===== src/hw/rtl/biq_pkg.sv =====
// shared types and constants for the biquad low-pass block
// no dependencies
`timescale 1ns / 1ps
`default_nettype none

package biq_pkg;

    localparam int COEF_W     = 20;
    localparam int DELAY_W    = 32;
    localparam int PROD_W     = COEF_W + DELAY_W;
    localparam int CH_W       = 2;
    localparam int CFG_ADDR_W = 3;

    // configuration register indexes
    localparam logic [CFG_ADDR_W-1:0] REG_B0     = 3'd0;
    localparam logic [CFG_ADDR_W-1:0] REG_B1     = 3'd1;
    localparam logic [CFG_ADDR_W-1:0] REG_B2     = 3'd2;
    localparam logic [CFG_ADDR_W-1:0] REG_A1     = 3'd3;
    localparam logic [CFG_ADDR_W-1:0] REG_A2     = 3'd4;
    localparam logic [CFG_ADDR_W-1:0] REG_BYPASS = 3'd5;

    typedef enum logic [3:0] {
        ST_IDLE,
        ST_LOAD,
        ST_MA1,
        ST_MA2,
        ST_SA2,
        ST_RW,
        ST_MB0,
        ST_MB1,
        ST_MB2,
        ST_AB2,
        ST_DONE
    } state_t;

    typedef enum logic [2:0] {
        COEF_A1,
        COEF_A2,
        COEF_B0,
        COEF_B1,
        COEF_B2
    } coef_sel_t;

    typedef enum logic [2:0] {
        ACC_HOLD,
        ACC_LOAD,
        ACC_CLR,
        ACC_SUB,
        ACC_ADD
    } acc_op_t;

    typedef struct packed {
        coef_sel_t coef_sel;
        acc_op_t   acc_op;
        logic      load_delay;
        logic      load_w;
        logic      done;
    } ctrl_t;

endpackage

`default_nettype wire


===== src/hw/rtl/biq_mac.sv =====
// shared multiply-accumulate unit: registered product, then accumulate
// depends on biq_pkg
`timescale 1ns / 1ps
`default_nettype none

module biq_mac
    import biq_pkg::*;
#(
    parameter int ACC_W = 53
)
(
    input  wire logic                     clk,
    input  wire acc_op_t                  acc_op,
    input  wire logic signed [COEF_W-1:0]  coef,
    input  wire logic signed [DELAY_W-1:0] operand,
    input  wire logic signed [ACC_W-1:0]   load_value,
    output logic signed [ACC_W-1:0]        acc
);

    logic signed [PROD_W-1:0] prod_reg;
    logic signed [ACC_W-1:0]  acc_reg;
    logic signed [ACC_W-1:0]  acc_next;
    logic signed [ACC_W-1:0]  prod_ext;

    assign prod_ext = ACC_W'(prod_reg);

    always_comb
    begin
        case (acc_op)
            ACC_LOAD: acc_next = load_value;
            ACC_CLR:  acc_next = '0;
            ACC_SUB:  acc_next = acc_reg - prod_ext;
            ACC_ADD:  acc_next = acc_reg + prod_ext;
            default:  acc_next = acc_reg;
        endcase
    end

    // datapath registers, no reset needed
    always_ff @(posedge clk)
    begin
        prod_reg <= coef * operand;
        acc_reg  <= acc_next;
    end

    assign acc = acc_reg;

endmodule

`default_nettype wire


===== src/hw/rtl/biq_seq.sv =====
// step sequencer driving the shared multiply-accumulate unit
// depends on biq_pkg
`timescale 1ns / 1ps
`default_nettype none

module biq_seq
    import biq_pkg::*;
(
    input  wire logic clk,
    input  wire logic rst_n,
    input  wire logic in_fire,
    input  wire logic skip,
    input  wire logic out_free,
    output logic      in_ready,
    output ctrl_t     ctrl
);

    state_t state_reg;
    state_t state_next;

    always_ff @(posedge clk or negedge rst_n)
    begin
        if (!rst_n)
        begin
            state_reg <= ST_IDLE;
        end
        else
        begin
            state_reg <= state_next;
        end
    end

    always_comb
    begin
        case (state_reg)
            ST_IDLE:
            begin
                if (in_fire)
                    state_next = skip ? ST_DONE : ST_LOAD;
                else
                    state_next = ST_IDLE;
            end
            ST_LOAD: state_next = ST_MA1;
            ST_MA1:  state_next = ST_MA2;
            ST_MA2:  state_next = ST_SA2;
            ST_SA2:  state_next = ST_RW;
            ST_RW:   state_next = ST_MB0;
            ST_MB0:  state_next = ST_MB1;
            ST_MB1:  state_next = ST_MB2;
            ST_MB2:  state_next = ST_AB2;
            ST_AB2:  state_next = ST_DONE;
            ST_DONE: state_next = out_free ? ST_IDLE : ST_DONE;
            default: state_next = ST_IDLE;
        endcase
    end

    always_comb
    begin
        ctrl          = '0;
        ctrl.coef_sel = COEF_A1;
        ctrl.acc_op   = ACC_HOLD;
        in_ready      = 1'b0;
        case (state_reg)
            ST_IDLE: in_ready = 1'b1;
            ST_LOAD:
            begin
                ctrl.load_delay = 1'b1;
                ctrl.acc_op     = ACC_LOAD;
            end
            ST_MA1: ctrl.coef_sel = COEF_A1;
            ST_MA2:
            begin
                ctrl.coef_sel = COEF_A2;
                ctrl.acc_op   = ACC_SUB;
            end
            ST_SA2: ctrl.acc_op = ACC_SUB;
            ST_RW:
            begin
                ctrl.load_w = 1'b1;
                ctrl.acc_op = ACC_CLR;
            end
            ST_MB0: ctrl.coef_sel = COEF_B0;
            ST_MB1:
            begin
                ctrl.coef_sel = COEF_B1;
                ctrl.acc_op   = ACC_ADD;
            end
            ST_MB2:
            begin
                ctrl.coef_sel = COEF_B2;
                ctrl.acc_op   = ACC_ADD;
            end
            ST_AB2: ctrl.acc_op = ACC_ADD;
            ST_DONE: ctrl.done = out_free;
            default: in_ready = 1'b0;
        endcase
    end

endmodule

`default_nettype wire


===== src/hw/rtl/biquad_lowpass_three_channel.sv =====
// a filtered request steps through LOAD, MA1, MA2, SA2, RW, MB0, MB1, MB2, AB2 and DONE;
// a bypass goes straight to DONE; no new request is taken until DONE finds the output free;
// the five coefficient products run in series through the one multiply-accumulate unit
// a finished result waits in the output register while the next request is taken
// reset clears the sequencer, the output valid, all delay elements (to zero)
// and loads the coefficient registers with their low-pass defaults, bypass off
`timescale 1ns / 1ps
`default_nettype none

module biquad_lowpass_three_channel
    import biq_pkg::*;
#(
    parameter int CHANNELS     = 3,
    parameter int SAMPLE_WIDTH = 16
)
(
    input  wire logic                           clk,
    input  wire logic                           rst_n,
    // configuration writes
    input  wire logic                           cfg_write,
    input  wire logic [CFG_ADDR_W-1:0]          cfg_addr,
    input  wire logic [COEF_W-1:0]              cfg_wdata,
    // request channel
    input  wire logic                           in_valid,
    output logic                                in_ready,
    input  wire logic [CH_W-1:0]                channel,
    input  wire logic signed [SAMPLE_WIDTH-1:0] sample_in,
    // result channel
    output logic                                out_valid,
    input  wire logic                           out_ready,
    output logic [CH_W-1:0]                     channel_out,
    output logic signed [SAMPLE_WIDTH-1:0]      sample_out
);

    // index width into the per-channel delay registers
    localparam int IDX_W = (CHANNELS > 1) ? $clog2(CHANNELS) : 1;
    // accumulator holds x * 2^24 plus two 20x32 products with headroom
    localparam int ACC_W = ((SAMPLE_WIDTH + 24 > 51) ? SAMPLE_WIDTH + 24 : 51) + 2;

    localparam int W_FRAC = 16;
    localparam int Y_FRAC = 24;

    localparam logic signed [ACC_W-1:0] HALF_W = ACC_W'(64'sd32768);
    localparam logic signed [ACC_W-1:0] HALF_Y = ACC_W'(64'sd8388608);
    localparam logic signed [ACC_W-1:0] W_MAX  = ACC_W'(64'sd2147483647);
    localparam logic signed [ACC_W-1:0] W_MIN  = ~W_MAX;
    localparam logic signed [ACC_W-1:0] S_MAX  =
        ACC_W'((64'sd1 <<< (SAMPLE_WIDTH - 1)) - 64'sd1);
    localparam logic signed [ACC_W-1:0] S_MIN  = ~S_MAX;

    // coefficient defaults, Q3.16
    localparam logic signed [COEF_W-1:0] B0_RST = 20'sd153;
    localparam logic signed [COEF_W-1:0] B1_RST = 20'sd306;
    localparam logic signed [COEF_W-1:0] B2_RST = 20'sd153;
    localparam logic signed [COEF_W-1:0] A1_RST = -20'sd121817;
    localparam logic signed [COEF_W-1:0] A2_RST = 20'sd56893;

    // configuration registers
    logic signed [COEF_W-1:0] coef_b0_reg;
    logic signed [COEF_W-1:0] coef_b1_reg;
    logic signed [COEF_W-1:0] coef_b2_reg;
    logic signed [COEF_W-1:0] coef_a1_reg;
    logic signed [COEF_W-1:0] coef_a2_reg;
    logic                     filter_bypass_reg;

    // current request
    logic [CH_W-1:0]                ch_reg;
    logic signed [SAMPLE_WIDTH-1:0] sample_reg;
    logic                           skip_reg;
    logic [IDX_W-1:0]               idx;

    // per-channel delay elements
    logic signed [DELAY_W-1:0] delay_one_reg [CHANNELS];
    logic signed [DELAY_W-1:0] delay_two_reg [CHANNELS];

    // working copies for one filter step
    logic signed [DELAY_W-1:0] d1_reg;
    logic signed [DELAY_W-1:0] d2_reg;
    logic signed [DELAY_W-1:0] w_reg;

    // output register
    logic                           out_valid_reg;
    logic [CH_W-1:0]                channel_out_reg;
    logic signed [SAMPLE_WIDTH-1:0] sample_out_reg;

    logic                      in_fire;
    logic                      item_skip;
    logic                      out_free;
    ctrl_t                     ctrl;
    logic signed [COEF_W-1:0]  mul_coef;
    logic signed [DELAY_W-1:0] mul_operand;
    logic signed [ACC_W-1:0]   x_ext;
    logic signed [ACC_W-1:0]   load_value;
    logic signed [ACC_W-1:0]   acc;
    logic signed [ACC_W-1:0]   w_rnd;
    logic signed [ACC_W-1:0]   w_shift;
    logic signed [DELAY_W-1:0] w_sat;
    logic signed [ACC_W-1:0]   y_rnd;
    logic signed [ACC_W-1:0]   y_shift;
    logic signed [SAMPLE_WIDTH-1:0] y_sat;

    assign in_fire   = in_valid & in_ready;
    // out-of-range channel behaves as bypass and leaves all state alone
    assign item_skip = filter_bypass_reg | (int'(channel) >= CHANNELS);
    assign out_free  = !out_valid_reg || out_ready;
    assign idx       = IDX_W'(ch_reg);

    // sequencer
    biq_seq u_seq (
        .clk      (clk),
        .rst_n    (rst_n),
        .in_fire  (in_fire),
        .skip     (item_skip),
        .out_free (out_free),
        .in_ready (in_ready),
        .ctrl     (ctrl)
    );

    // multiplier operand select: coefficient with its matching delay or w
    always_comb
    begin
        case (ctrl.coef_sel)
            COEF_A1:
            begin
                mul_coef    = coef_a1_reg;
                mul_operand = d1_reg;
            end
            COEF_A2:
            begin
                mul_coef    = coef_a2_reg;
                mul_operand = d2_reg;
            end
            COEF_B0:
            begin
                mul_coef    = coef_b0_reg;
                mul_operand = w_reg;
            end
            COEF_B1:
            begin
                mul_coef    = coef_b1_reg;
                mul_operand = d1_reg;
            end
            COEF_B2:
            begin
                mul_coef    = coef_b2_reg;
                mul_operand = d2_reg;
            end
            default:
            begin
                mul_coef    = '0;
                mul_operand = '0;
            end
        endcase
    end

    // sample scaled to 2^-24 units as the accumulator seed
    assign x_ext      = ACC_W'(sample_reg);
    assign load_value = x_ext <<< Y_FRAC;

    biq_mac #(
        .ACC_W (ACC_W)
    ) u_mac (
        .clk        (clk),
        .acc_op     (ctrl.acc_op),
        .coef       (mul_coef),
        .operand    (mul_operand),
        .load_value (load_value),
        .acc        (acc)
    );

    // new delay element: round to nearest (ties up) into 2^-8 units, saturate to 32 bits
    assign w_rnd   = acc + HALF_W;
    assign w_shift = w_rnd >>> W_FRAC;

    always_comb
    begin
        if (w_shift > W_MAX)
            w_sat = W_MAX[DELAY_W-1:0];
        else if (w_shift < W_MIN)
            w_sat = W_MIN[DELAY_W-1:0];
        else
            w_sat = w_shift[DELAY_W-1:0];
    end

    // output: round to nearest integer, saturate to sample width
    assign y_rnd   = acc + HALF_Y;
    assign y_shift = y_rnd >>> Y_FRAC;

    always_comb
    begin
        if (y_shift > S_MAX)
            y_sat = S_MAX[SAMPLE_WIDTH-1:0];
        else if (y_shift < S_MIN)
            y_sat = S_MIN[SAMPLE_WIDTH-1:0];
        else
            y_sat = y_shift[SAMPLE_WIDTH-1:0];
    end

    // configuration registers
    always_ff @(posedge clk or negedge rst_n)
    begin
        if (!rst_n)
        begin
            coef_b0_reg       <= B0_RST;
            coef_b1_reg       <= B1_RST;
            coef_b2_reg       <= B2_RST;
            coef_a1_reg       <= A1_RST;
            coef_a2_reg       <= A2_RST;
            filter_bypass_reg <= 1'b0;
        end
        else if (cfg_write)
        begin
            case (cfg_addr)
                REG_B0:     coef_b0_reg       <= cfg_wdata;
                REG_B1:     coef_b1_reg       <= cfg_wdata;
                REG_B2:     coef_b2_reg       <= cfg_wdata;
                REG_A1:     coef_a1_reg       <= cfg_wdata;
                REG_A2:     coef_a2_reg       <= cfg_wdata;
                REG_BYPASS: filter_bypass_reg <= cfg_wdata[0];
                default:    ;
            endcase
        end
    end

    // request capture and the skip flag
    always_ff @(posedge clk or negedge rst_n)
    begin
        if (!rst_n)
        begin
            skip_reg <= 1'b0;
        end
        else if (in_fire)
        begin
            skip_reg <= item_skip;
        end
    end

    always_ff @(posedge clk)
    begin
        if (in_fire)
        begin
            ch_reg     <= channel;
            sample_reg <= sample_in;
        end
        if (ctrl.load_delay)
        begin
            d1_reg <= delay_one_reg[idx];
            d2_reg <= delay_two_reg[idx];
        end
        if (ctrl.load_w)
        begin
            w_reg <= w_sat;
        end
    end

    // delay elements shift once per filtered request
    always_ff @(posedge clk or negedge rst_n)
    begin
        if (!rst_n)
        begin
            for (int i = 0; i < CHANNELS; i++)
            begin
                delay_one_reg[i] <= '0;
                delay_two_reg[i] <= '0;
            end
        end
        else if (ctrl.done && !skip_reg)
        begin
            delay_two_reg[idx] <= d1_reg;
            delay_one_reg[idx] <= w_reg;
        end
    end

    // output register
    always_ff @(posedge clk or negedge rst_n)
    begin
        if (!rst_n)
        begin
            out_valid_reg <= 1'b0;
        end
        else if (ctrl.done)
        begin
            out_valid_reg <= 1'b1;
        end
        else if (out_ready)
        begin
            out_valid_reg <= 1'b0;
        end
    end

    always_ff @(posedge clk)
    begin
        if (ctrl.done)
        begin
            channel_out_reg <= ch_reg;
            sample_out_reg  <= skip_reg ? sample_reg : y_sat;
        end
    end

    assign out_valid   = out_valid_reg;
    assign channel_out = channel_out_reg;
    assign sample_out  = sample_out_reg;

endmodule

`default_nettype wire


===== config.mk =====
export PLATFORM = sky130hd
export DESIGN_NAME = biquad_lowpass_three_channel
export DESIGN_NICKNAME = d
export VERILOG_FILES = /design/src/hw/rtl/biq_pkg.sv /design/src/hw/rtl/biq_mac.sv /design/src/hw/rtl/biq_seq.sv /design/src/hw/rtl/biquad_lowpass_three_channel.sv
export SDC_FILE = /design/constraint.sdc
export NUM_CORES = 2
export LEC_CHECK = 0
export BUFFER_PORTS_ARGS = -buffer_cell sky130_fd_sc_hd__buf_2
export CAP_MARGIN = 10
export CORE_MARGIN = 4
export CORE_UTILIZATION = 55
export CTS_BUF_LIST = sky130_fd_sc_hd__clkbuf_16
export DETAILED_ROUTE_END_ITERATION = 8
export PLACE_DENSITY = 0.7
export SYNTH_ARGS = -nofsm -noshare
export SYNTH_HDL_FRONTEND = slang
export SYNTH_SLANG_ARGS = --single-unit

===== constraint.sdc =====
create_clock -name clk -period 16.8 [get_ports clk]
set_input_delay 0.84 -clock clk [delete_from_list [all_inputs] [get_ports clk]]
set_output_delay 0.84 -clock clk [all_outputs]
set_load 0.005 [all_outputs]

==> flow_summary.ini <==
[clocking]
cts_made_buffers = 58
root_buffer = clkbuf_16
cts_tree = done
h-tree-depth = 2
hold_buffers = 0
clkTransAtPathRegs_ps = 60
cts_resized = 0
clk_latency_ps = 650
clockBufferDepth = 3
cts_num_sinks = 536
postCtsSetupBuffers = 0

[synthesis]
synth_nets = 5858
synth_edf_count = 185
synth-xor-area-share_pct = 3.68
synth.distinct_cells = 80
synth-seq-cells = 536
synth-adder-area-share_pct = 30.8
synth_top_family_by_area = adder cells
syn_inst = 4989
synth_compound_area_share_pct = 8.20
yosys.area_share.simple_pct = 12.2
synth-seq-area-share_pct = 28.8
yosys_warnings = 0
avgSynthCellArea_um2 = 9.82
synthMuxAreaShare_pct = 8.15
ys_async_sr_fraction_pct = 55.8
synthFlopType = dfrtp_1
syn_area_um2 = 49000

[route]
detail_route.vias_per_cell = 5.81
drcViolationCount = 0
antenna_left = 0
vias = 35600
dr.pass1.iters = 5
drtIter0Drc = 2943
wl_per_cell_um = 21.4
routed_wl_mm = 131

[timing]
fin_crit_sh_pct = 64.7
tns_ps = 0
period_needed_ps = 10860
relSlewSlack_pct = 17.0
finalSetupViolations = 0
worst_slack_ps = 5940
drv_slew = 0
fmax_ghz = 0.0920
timing.hold.ws_ps = 237
fin_skew_ps = 41.3
rsz0062_at_grt = no
tightest_slew_ps = 1230
hold_viol_final = 0

[hold_path]
min_path_type = in2async

[grt]
grt_max_degree = 110
antenna_found_initial = 4
grt_pass1_wl_mm = 211
grt_pass1_vias = 36700
grt_overflow = 0
track_usage_pct = 28.7

[worst_setup_path]
cpPeakStageDelay_ps = 880
cp_max_fo = 27
r2r_cells = 26
cp-end-kind = register
ff2ff_setup_slack_ps = 5940
path_common_cell = fa_1
r2r_end = u_mac.prod_reg[44]$_DFF_P_
required_ps = 17310
worstPathArrival_ps = 11370
start_kind = register
crit_path_top_delay_cell = clkinv_1
r2r_start = u_seq.state_reg[3]$_DFF_PN0_
path_class = reg2reg

[cells_and_area]
final_cell_mix = inv_1 (841), fa_1 (637), nand2_1 (586)
area_growth_pct = 6.67
final_common_cell = inv_1
drive_above_1_share_pct = 11.6
nNetsFinal = 5788
stdcell_count = 6137

[floorplan]
fp.dieH_um = 306
coreArea_um2 = 88400
die_area_um2 = 93900
die_w_um = 306
ios = 66
initial_utilization_pct = 55.4
rows = 109

[placed_design]
io_buffers = 65
dpl_worst_slack_ps = 6280
place_inst = 6024
hpwl_mm = 100
gp_congestion = 0.947

[run]
maxCapViolations = 0

[status]
status = finished, final reports clean
-- worst max path at each step --
stage | from | depth (start not counted) | slack, ps | to
after floorplan | u_seq.state_reg[3]$_DFF_PN0_ | 33 | 8240 | u_mac.prod_reg[45]$_DFF_P_
after global placement | u_seq.state_reg[3]$_DFF_PN0_ | 26 | 6530 | u_mac.prod_reg[44]$_DFF_P_
after detailed placement | u_seq.state_reg[3]$_DFF_PN0_ | 26 | 6280 | u_mac.prod_reg[44]$_DFF_P_
after CTS | u_seq.state_reg[1]$_DFF_PN0_ | 26 | 6250 | u_mac.prod_reg[46]$_DFF_P_
after global routing | u_seq.state_reg[1]$_DFF_PN0_ | 26 | 5510 | u_mac.prod_reg[44]$_DFF_P_
final | u_seq.state_reg[3]$_DFF_PN0_ | 26 | 5940 | u_mac.prod_reg[44]$_DFF_P_
-- layout make-up --
cell class	count	area [um^2]
well taps	1165	1460
repair buffers	121	756
diodes	3	7.51
inverters	815	3060
clock buffers	61	1530
flip-flops and latches	536	14100
multi-input cells	3387	31000
clock inverters	49	320
fillers	7606	36100
-- stage by stage --
stage	utilization [%]	area, um^2
4_1_cts	59.1	52300
3_3_place_gp	57.0	50400
5_1_grt	59.1	52300
2_1_floorplan	-	49000
3_5_place_dp	57.0	50400
6_report	59.1	52300
-- per-layer routing --
metal,global-route usage (%),vias to the layer above,wire [um]
met5,0,-,0
met4,9.83,0,5000
met3,4.54,262,9450
met2,46.8,1302,62200
met1,39.6,18200,54700
li1,-,15800,-
-- worst max-delay path: cells and delay by family (launching register included) --
| kind | cells | cell delay, ps |
|---|---|---|
| buffers and inverters | 4 | 1470 |
| and+or+nand+nor | 7 | 2530 |
| AOI/OAI and AO/OA | 6 | 1950 |
| adders and majority gates | 8 | 4080 |
| xor gates and xnor gates | 1 | 150 |
| DFF | 1 | 510 |
-- cell usage after synthesis, drive strengths merged, types with 20 or more instances --
cell type    n  area, um^2
xnor2      116        1020
nand3       62         315
o21ai      206        1040
fa         637       12800
and2        58         363
a21oi      143         716
dfstp       32         841
dfrtp      267        6680
nand2      587        2200
nand4       32         200
a22oi       67         503
dfxtp       52        1040
clkbuf     234         878
mux2       294        3310
nor3        30         161
inv        814        3060
edfxtp     185        5560
xor2        90         788
a21o        63         473
a31oi       25         156
nand2b      42         263
ha         186        2330
mux2i       68         681
and3        20         125
nor2       424        1600
-- cells by family (layout without fill, tap and decap cells) --
kind of cell             Yosys count  count (layout)
AO/OA/AOI/OAI                    642             642
XOR/XNOR                         206             206
adder cells (fa/ha/maj)          823             823
buffers and inverters           1066            1046
flip-flops                       536             536
multiplexers                     362             362
other                              0               3
AND/OR/NAND/NOR                 1354            1354
Power is left out: the tool's default activity adds up to more than one toggle a clock period on the data nets, which glitch-free logic cannot reach.
